[config.mk]
export PLATFORM = sky130hd
export DESIGN_NAME = divider_timer_with_reload_core_flat
export DESIGN_NICKNAME = d
export VERILOG_FILES = /design/src/rtl/dtwr_pkg.sv /design/src/rtl/dtwr_if.sv /design/src/rtl/divider_timer_with_reload_core.sv /design/src/rtl/dtwr_ctrl.sv /design/src/rtl/dtwr_dp.sv /design/src/flat_wrapper.sv
export SDC_FILE = /design/constraint.sdc
export NUM_CORES = 1
export LEC_CHECK = 0
export BUFFER_PORTS_ARGS = -buffer_cell sky130_fd_sc_hd__buf_2
export CAP_MARGIN = 20
export CORE_ASPECT_RATIO = 0.6
export CORE_MARGIN = 3
export CORE_UTILIZATION = 36
export CTS_BUF_LIST = sky130_fd_sc_hd__clkbuf_4
export CTS_CLUSTER_SIZE = 8
export DETAILED_ROUTE_END_ITERATION = 10
export GPL_TIMING_DRIVEN = 0
export SKIP_LAST_GASP = 1
export SYNTH_ARGS = -nofsm -noshare
export SYNTH_HDL_FRONTEND = slang
export SYNTH_HIERARCHICAL = 1
export SYNTH_SLANG_ARGS = --single-unit
export TNS_END_PERCENT = 100
[constraint.sdc]
create_clock -name i_clk -period 9.2 [get_ports i_clk]
set_input_delay 2.76 -clock i_clk [delete_from_list [all_inputs] [get_ports i_clk]]
set_output_delay 2.76 -clock i_clk [all_outputs]
set_load 0.01 [all_outputs]
[src/rtl/dtwr_pkg.sv]
package dtwr_pkg;

    localparam int MAX_TICKS = 63;
    localparam int CNT_W     = $clog2(MAX_TICKS + 1);

    localparam logic [7:0] CTRL_PAD     = 8'hF8;
    localparam logic [7:0] TIMER_MAX    = 8'hFF;
    localparam logic [2:0] RELOAD_DELAY = 3'd4;

    typedef enum logic [1:0] {
        FN_TICK  = 2'd0,
        FN_READ  = 2'd1,
        FN_WRITE = 2'd2,
        FN_NOP   = 2'd3
    } t_func;

    typedef enum logic [1:0] {
        AD_DIV  = 2'd0,
        AD_TIMA = 2'd1,
        AD_TMA  = 2'd2,
        AD_TAC  = 2'd3
    } t_addr;

    typedef struct packed {
        logic exec;   // op outside a burst, loads result
        logic start;  // burst accepted
        logic step;   // one clock of a burst
        logic last;   // final clock, loads result
    } t_cmd;

    // tick counter bit watched for each rate select
    function automatic logic [3:0] trig_bit(input logic [1:0] sel);
        logic [3:0] b;
        case (sel)
            2'd0:    b = 4'd9;
            2'd1:    b = 4'd3;
            2'd2:    b = 4'd5;
            default: b = 4'd7;
        endcase
        return b;
    endfunction

    function automatic logic [CNT_W-1:0] sat_count(input logic [5:0] c);
        logic [CNT_W-1:0] r;
        if (int'(c) > MAX_TICKS) begin
            r = CNT_W'(MAX_TICKS);
        end else begin
            r = CNT_W'(c);
        end
        return r;
    endfunction

endpackage

[src/rtl/dtwr_if.sv]
interface dtwr_in_if;
    logic       valid;
    logic       ready;
    logic [1:0] func;
    logic [1:0] reg_addr;
    logic [7:0] write_data;
    logic [5:0] tick_count;
    logic       cpu_stopped;

    modport source (output valid, func, reg_addr, write_data, tick_count, cpu_stopped,
                    input ready);
    modport sink   (input valid, func, reg_addr, write_data, tick_count, cpu_stopped,
                    output ready);
    modport mon    (input valid, ready, func, reg_addr, write_data, tick_count, cpu_stopped);
endinterface

interface dtwr_out_if;
    logic       valid;
    logic       ready;
    logic [7:0] read_data;
    logic       timer_irq;

    modport source (output valid, read_data, timer_irq, input ready);
    modport sink   (input valid, read_data, timer_irq, output ready);
    modport mon    (input valid, ready, read_data, timer_irq);
endinterface

[src/rtl/divider_timer_with_reload_core.sv]
// Channel   Dir  Fields
// i_in      in   func, reg_addr, write_data, tick_count, cpu_stopped
// o_out     out  read_data, timer_irq
//
// Reads, writes, func 3, stopped or empty bursts: result registered the cycle after the beat.
// A tick burst runs tick_count ticks through the datapath step loop, one tick per
// cycle; the result is registered on the last of them.
// i_rst_n (synchronous) clears all timer state and empties the result register.
// A result waiting on o_out holds off the next input beat.
module divider_timer_with_reload_core
    import dtwr_pkg::*;
(
    input  logic  i_clk,
    input  logic  i_rst_n,
    dtwr_in_if.sink    i_in,
    dtwr_out_if.source o_out
);

    t_cmd cmd;

    dtwr_ctrl u_ctrl (
        .i_clk         (i_clk),
        .i_rst_n       (i_rst_n),
        .i_in_valid    (i_in.valid),
        .i_func        (t_func'(i_in.func)),
        .i_tick_count  (i_in.tick_count),
        .i_cpu_stopped (i_in.cpu_stopped),
        .i_out_ready   (o_out.ready),
        .o_in_ready    (i_in.ready),
        .o_out_valid   (o_out.valid),
        .o_cmd         (cmd)
    );

    dtwr_dp u_dp (
        .i_clk       (i_clk),
        .i_rst_n     (i_rst_n),
        .i_cmd       (cmd),
        .i_func      (t_func'(i_in.func)),
        .i_addr      (t_addr'(i_in.reg_addr)),
        .i_wdata     (i_in.write_data),
        .o_read_data (o_out.read_data),
        .o_timer_irq (o_out.timer_irq)
    );

endmodule

[src/rtl/dtwr_ctrl.sv]
module dtwr_ctrl
    import dtwr_pkg::*;
(
    input  logic       i_clk,
    input  logic       i_rst_n,
    input  logic       i_in_valid,
    input  t_func      i_func,
    input  logic [5:0] i_tick_count,
    input  logic       i_cpu_stopped,
    input  logic       i_out_ready,
    output logic       o_in_ready,
    output logic       o_out_valid,
    output t_cmd       o_cmd
);

    typedef enum logic [1:0] {
        ST_IDLE = 2'b01,
        ST_TICK = 2'b10
    } t_state;

    t_state           r_state, n_state;
    logic [CNT_W-1:0] r_left, n_left;
    logic             r_out_valid, n_out_valid;
    logic [CNT_W-1:0] burst_len;
    logic             accept;
    logic             burst;

    assign burst_len  = sat_count(i_tick_count);
    assign o_in_ready = (r_state == ST_IDLE) && (!r_out_valid || i_out_ready);
    assign accept     = i_in_valid && o_in_ready;
    assign burst      = (i_func == FN_TICK) && !i_cpu_stopped && (burst_len != '0);

    always_comb begin
        o_cmd.exec  = accept && !burst;
        o_cmd.start = accept && burst;
        o_cmd.step  = (r_state == ST_TICK);
        o_cmd.last  = (r_state == ST_TICK) && (r_left == CNT_W'(1));
    end

    always_comb begin
        n_state = r_state;
        n_left  = r_left;
        case (r_state)
            ST_IDLE: begin
                if (o_cmd.start) begin
                    n_state = ST_TICK;
                    n_left  = burst_len;
                end
            end
            ST_TICK: begin
                n_left = r_left - CNT_W'(1);
                if (o_cmd.last) begin
                    n_state = ST_IDLE;
                end
            end
            default: begin
                n_state = ST_IDLE;
            end
        endcase
    end

    assign n_out_valid = (r_out_valid && !i_out_ready) || o_cmd.exec || o_cmd.last;
    assign o_out_valid = r_out_valid;

    always_ff @(posedge i_clk) begin
        if (!i_rst_n) begin
            r_state     <= ST_IDLE;
            r_left      <= '0;
            r_out_valid <= 1'b0;
        end else begin
            r_state     <= n_state;
            r_left      <= n_left;
            r_out_valid <= n_out_valid;
        end
    end

endmodule

[src/rtl/dtwr_dp.sv]
module dtwr_dp
    import dtwr_pkg::*;
(
    input  logic       i_clk,
    input  logic       i_rst_n,
    input  t_cmd       i_cmd,
    input  t_func      i_func,
    input  t_addr      i_addr,
    input  logic [7:0] i_wdata,
    output logic [7:0] o_read_data,
    output logic       o_timer_irq
);

    logic [15:0] r_tick, n_tick;
    logic [7:0]  r_timer, n_timer;
    logic [7:0]  r_modulo, n_modulo;
    logic        r_en, n_en;
    logic [1:0]  r_sel, n_sel;
    logic [2:0]  r_reload, n_reload;
    logic        r_irq_acc, n_irq_acc;
    logic [7:0]  r_rd, n_rd;
    logic        r_irq, n_irq;

    logic [3:0]  bit_idx;
    logic [15:0] tick_inc;
    logic [2:0]  cd_dec;
    logic [7:0]  timer_pre;
    logic        step_edge, step_ovf;
    logic [7:0]  step_timer;
    logic [2:0]  step_reload;
    logic        wr_edge, wr_ovf;
    logic [7:0]  wr_timer;
    logic [7:0]  rd_mux;

    assign bit_idx = trig_bit(r_sel);
    assign tick_inc = r_tick + 16'd1;

    // one clock of a burst: reload countdown first, then the tick edge
    always_comb begin
        cd_dec    = r_reload;
        timer_pre = r_timer;
        if (r_reload != 3'd0) begin
            cd_dec = r_reload - 3'd1;
            if (cd_dec == 3'd0) begin
                timer_pre = r_modulo;
            end
        end
        step_edge   = r_en && r_tick[bit_idx] && !tick_inc[bit_idx];
        step_ovf    = step_edge && (timer_pre == TIMER_MAX);
        step_timer  = timer_pre;
        step_reload = cd_dec;
        if (step_ovf) begin
            step_timer  = 8'd0;
            step_reload = RELOAD_DELAY;
        end else if (step_edge) begin
            step_timer = timer_pre + 8'd1;
        end
    end

    // divider write drops the whole counter to zero
    assign wr_edge  = r_en && r_tick[bit_idx];
    assign wr_ovf   = wr_edge && (r_timer == TIMER_MAX);
    assign wr_timer = wr_ovf ? 8'd0 : (wr_edge ? r_timer + 8'd1 : r_timer);

    always_comb begin
        case (i_addr)
            AD_DIV:  rd_mux = r_tick[15:8];
            AD_TIMA: rd_mux = r_timer;
            AD_TMA:  rd_mux = r_modulo;
            AD_TAC:  rd_mux = CTRL_PAD | {5'd0, r_en, r_sel};
            default: rd_mux = 8'd0;
        endcase
    end

    always_comb begin
        n_tick    = r_tick;
        n_timer   = r_timer;
        n_modulo  = r_modulo;
        n_en      = r_en;
        n_sel     = r_sel;
        n_reload  = r_reload;
        n_irq_acc = r_irq_acc;
        n_rd      = r_rd;
        n_irq     = r_irq;

        if (i_cmd.start) begin
            n_irq_acc = 1'b0;
        end
        if (i_cmd.step) begin
            n_tick    = tick_inc;
            n_timer   = step_timer;
            n_reload  = step_reload;
            n_irq_acc = r_irq_acc | step_ovf;
        end
        if (i_cmd.last) begin
            n_rd  = 8'd0;
            n_irq = r_irq_acc | step_ovf;
        end
        if (i_cmd.exec) begin
            n_rd  = 8'd0;
            n_irq = 1'b0;
            case (i_func)
                FN_READ: begin
                    n_rd = rd_mux;
                end
                FN_WRITE: begin
                    case (i_addr)
                        AD_DIV: begin
                            n_tick  = 16'd0;
                            n_timer = wr_timer;
                            n_irq   = wr_ovf;
                            if (wr_ovf) begin
                                n_reload = RELOAD_DELAY;
                            end
                        end
                        AD_TIMA: n_timer  = i_wdata;
                        AD_TMA:  n_modulo = i_wdata;
                        AD_TAC: begin
                            n_en  = i_wdata[2];
                            n_sel = i_wdata[1:0];
                        end
                        default: begin
                            n_tick = r_tick;
                        end
                    endcase
                end
                default: begin
                    n_rd = 8'd0;
                end
            endcase
        end
    end

    always_ff @(posedge i_clk) begin
        if (!i_rst_n) begin
            r_tick    <= 16'd0;
            r_timer   <= 8'd0;
            r_modulo  <= 8'd0;
            r_en      <= 1'b0;
            r_sel     <= 2'd0;
            r_reload  <= 3'd0;
            r_irq_acc <= 1'b0;
        end else begin
            r_tick    <= n_tick;
            r_timer   <= n_timer;
            r_modulo  <= n_modulo;
            r_en      <= n_en;
            r_sel     <= n_sel;
            r_reload  <= n_reload;
            r_irq_acc <= n_irq_acc;
        end
    end

    always_ff @(posedge i_clk) begin
        r_rd  <= n_rd;
        r_irq <= n_irq;
    end

    assign o_read_data = r_rd;
    assign o_timer_irq = r_irq;

endmodule

[src/flat_wrapper.sv]
// flat-port wrapper written by rule: the top's interface ports become plain ports
module divider_timer_with_reload_core_flat import dtwr_pkg::*;
  (i_clk, i_rst_n, i_in_valid, i_in_func, i_in_reg_addr, i_in_write_data, i_in_tick_count, i_in_cpu_stopped, i_in_ready, o_out_valid, o_out_read_data, o_out_timer_irq, o_out_ready);
  dtwr_in_if i_in_i ();
  dtwr_out_if o_out_i ();
  input  logic i_clk;
  input  logic i_rst_n;
  input wire logic [$bits(i_in_i.valid)-1:0] i_in_valid;
  input wire logic [$bits(i_in_i.func)-1:0] i_in_func;
  input wire logic [$bits(i_in_i.reg_addr)-1:0] i_in_reg_addr;
  input wire logic [$bits(i_in_i.write_data)-1:0] i_in_write_data;
  input wire logic [$bits(i_in_i.tick_count)-1:0] i_in_tick_count;
  input wire logic [$bits(i_in_i.cpu_stopped)-1:0] i_in_cpu_stopped;
  output wire logic [$bits(i_in_i.ready)-1:0] i_in_ready;
  output wire logic [$bits(o_out_i.valid)-1:0] o_out_valid;
  output wire logic [$bits(o_out_i.read_data)-1:0] o_out_read_data;
  output wire logic [$bits(o_out_i.timer_irq)-1:0] o_out_timer_irq;
  input wire logic [$bits(o_out_i.ready)-1:0] o_out_ready;
  assign i_in_i.valid = i_in_valid;
  assign i_in_i.func = i_in_func;
  assign i_in_i.reg_addr = i_in_reg_addr;
  assign i_in_i.write_data = i_in_write_data;
  assign i_in_i.tick_count = i_in_tick_count;
  assign i_in_i.cpu_stopped = i_in_cpu_stopped;
  assign i_in_ready = i_in_i.ready;
  assign o_out_valid = o_out_i.valid;
  assign o_out_read_data = o_out_i.read_data;
  assign o_out_timer_irq = o_out_i.timer_irq;
  assign o_out_i.ready = o_out_ready;
  divider_timer_with_reload_core u_core (.i_clk(i_clk), .i_rst_n(i_rst_n), .i_in(i_in_i), .o_out(o_out_i));
endmodule
==> flow_metrics.tcl <==
set metrics [dict create \
    ys_types 77 \
    synth_fa_ha_area_share_pct 3.05 \
    fin_crit_ns 6.12 \
    hold_buffers 0 \
    synth-warning-count 6 \
    slew_viol_final 0 \
    cts_buffers 9 \
    total_power_mw 0.515 \
    syn_area_per_cell_sq_um 8.70 \
    netlist_top_cells_count "dfxtp_1 (48), nand2_1 (43), nor2_1 (42), mux2i_1 (20), o21ai_0 (20)" \
    fin_skew_ns 0.0127 \
    nets 498 \
    ys_seq_area_share_pct 33.4 \
    postLayoutCellArea_sq_mm 0.00416 \
    start_kind "input pin" \
    grt_usage_pct 18.6 \
    synth_cells 424 \
    first_iter_violations 347 \
    synth_area_sq_mm 0.00369 \
    io-pin-count 34 \
    min_path_type "flip-flop to flip-flop" \
    slew_headroom_pct 44.1 \
    muxShareOfSynthArea_pct 9.50 \
    synth.most_common_cell "dfxtp_1" \
    worstPathMaxFanout 4 \
    rows 27 \
    synth-seq-cells 57 \
    syn-num-nets 456 \
    clkTransAtPathRegs_ns 0.09 \
    first_pass_iters 5 \
    fill_cells 969 \
    ir_worst_vdd_mv 0.0561 \
    post_drt_via_cell_ratio 5.66 \
    synth_area_leaders "dfxtp_1 (26%), edfxtp_1 (7.3%), mux2i_1 (5.4%)" \
    fin_cells 601 \
    synth_compound_area_share_pct 18.6 \
    fp.dieH_um 84.4 \
    synthSimpleGateAreaFrac_pct 25.7 \
    finalSetupTns_ns 0 \
    rsz0062_at_grt "no" \
    postCtsSetupRepairBufs 0 \
    status "finished, final reports clean" \
    gp_congestion 0.965 \
    synth_top_cell_by_area "dfxtp_1" \
    antenna_cells 0 \
    cts_tree "built" \
    wl_um 10500 \
    postSynth.asyncResetShare_pct 0 \
    grt_pass1_vias 2973 \
    root_buffer "clkbuf_4" \
    synth_ff_type "dfxtp_1" \
    hold_viol 0 \
    vias 3399 \
    crit_path_end_kind "output pin" \
    cts_max_level 3 \
    arrival_ns 3.36 \
    regArea_sq_mm 0.00123 \
    insertion_delay_ns 0.42 \
    clockBufferDepth 2 \
    setup_viol 0 \
    path_class "input pin to output pin" \
    ctsResizeCount 0 \
    postRouteAntennaNets 0 \
    antenna_found_initial 0 \
    place_area_sq_mm 0.00401 \
    port-buffer-count 31 \
    die_area_sq_mm 0.0115 \
    multiInputGateArea_sq_mm 0.00227 \
    drv_cap 0 \
    cp.required_ns 6.44 \
    dpl.cell_count 585 \
    drive_gt1_share_pct 17.8 \
    synth_top_area_share_pct 26.1 \
    synth-xor-area-share_pct 4.75 \
    synth_top_family_by_area "simple AND/OR/NAND/NOR gates" \
    coreArea_sq_mm 0.00956 \
    synth_edf_count 9 \
    syn_to_final_growth_pct 12.8 \
    globalRouteOverflowTotal 0 \
    grt_start_max_net_pins 11 \
    initial_core_util_pct 38.6 \
    fmax_ghz 0.163 \
    tightest_slew_ns 0.834 \
    die_x_um 137 \
    p_per_area_mw_per_mm2 124 \
    period_share_pct 66.5 \
    grt_pass1_wl_um 16400 \
    cellLeakagePower_nw 1.53 \
    wl_per_cell_um 17.4 \
    place_hpwl_um 8110 \
    drc 0 \
    cts.sink_count 57 \
    timing.hold.ws_ns 0.489 \
]
==> cells in the final DEF, fill, tap and decap left out, types with 9 or more instances in the layout <==
cell and n:
dfxtp_1 48, nand2_1 43, nor2_1 42, buf_2 36, o21ai_0 20, mux2i_1 20, inv_1 17, a21oi_1 17
clkbuf_1 13, xor2_1 13, nand3_1 13, nor3_1 12, clkbuf_4 11, and3_1 9, ha_1 9, edfxtp_1 9
==> path summary, 6_finish.rpt <==
check | slack [ns] | depth (start not counted) | to | from
setup / recovery | 3.08 | 4 | i_in_ready | o_out_ready
hold / removal | 0.49 | 2 | u_core/u_dp/r_irq_acc | u_core/u_dp/r_irq_acc
setup reg to reg | 5.91 | 9 | u_core/u_dp/r_tick[4] | u_core/u_ctrl/o_out_valid
hold reg to reg | 0.49 | 2 | u_core/u_dp/r_irq_acc | u_core/u_dp/r_irq_acc
==> cell type report <==
class	instances	share of cell area, %
multi-input cells	326	54.6
flip-flops and latches	57	29.6
well taps	130	3.91
repair buffers	31	3.73
plain buffers	23	2.86
clock buffers	11	1.98
clock inverters	5	1.74
inverters	18	1.62
==> through the flow <==
| stage | utilization (%) | setup slack, ns |
|---|---|---|
| 2_1_floorplan | - | 3.31 |
| 3_3_place_gp | 41.9 | 3.13 |
| 3_5_place_dp | 41.9 | 3.11 |
| 4_1_cts | 43.5 | 3.09 |
| 5_1_grt | 43.5 | 3.04 |
| 6_report | 43.5 | 3.08 |
==> report_power, final <==
| part | internal (mW) | switching, mW | total, mW |
|---|---|---|---|
| Sequential | 0.258 | 0.00354 | 0.261 |
| Combinational | 0.0175 | 0.0303 | 0.0478 |
| Clock | 0.114 | 0.0916 | 0.206 |
| Total | 0.390 | 0.126 | 0.515 |
==> worst max-delay path: stages <==
cell and delay [ns]:
buf_2 0.10, nor2b_1 0.25, nor3b_1 0.10, buf_2 0.15
==> metal layers <==
metal | vias to the layer above | share of wire, % | global-route usage (%)
li1 | 1649 | - | -
met1 | 1573 | 53 | 31.4
met2 | 165 | 36 | 21.9
met3 | 12 | 10 | 4.55
met4 | 0 | 0.85 | 5.03
met5 | - | 0 | 0
==> state kept, by name, indices dropped and copies added (netlist names) <==
signal,count
u_core/u_dp/r_modulo,8
u_core/u_dp/r_sel,2
u_core/u_ctrl/r_left,6
u_core/u_dp/r_tick,16
u_core/u_ctrl/o_out_valid,1
u_core/u_dp/r_reload,3
u_core/u_dp/r_en,1
u_core/u_dp/o_timer_irq,1
u_core/u_ctrl/r_state,2
u_core/u_dp/r_timer,8
u_core/u_dp/o_read_data,8
u_core/u_dp/r_irq_acc,1
==> cells by family after synthesis <==
kind of cell    after synthesis
compound gates               92
fa+ha+maj                     9
flops                        57
simple gates                175
xor+xnor                     20
buf+inv                      41
mux                          30
No activity file was read; power rests on OpenSTA's default activity.
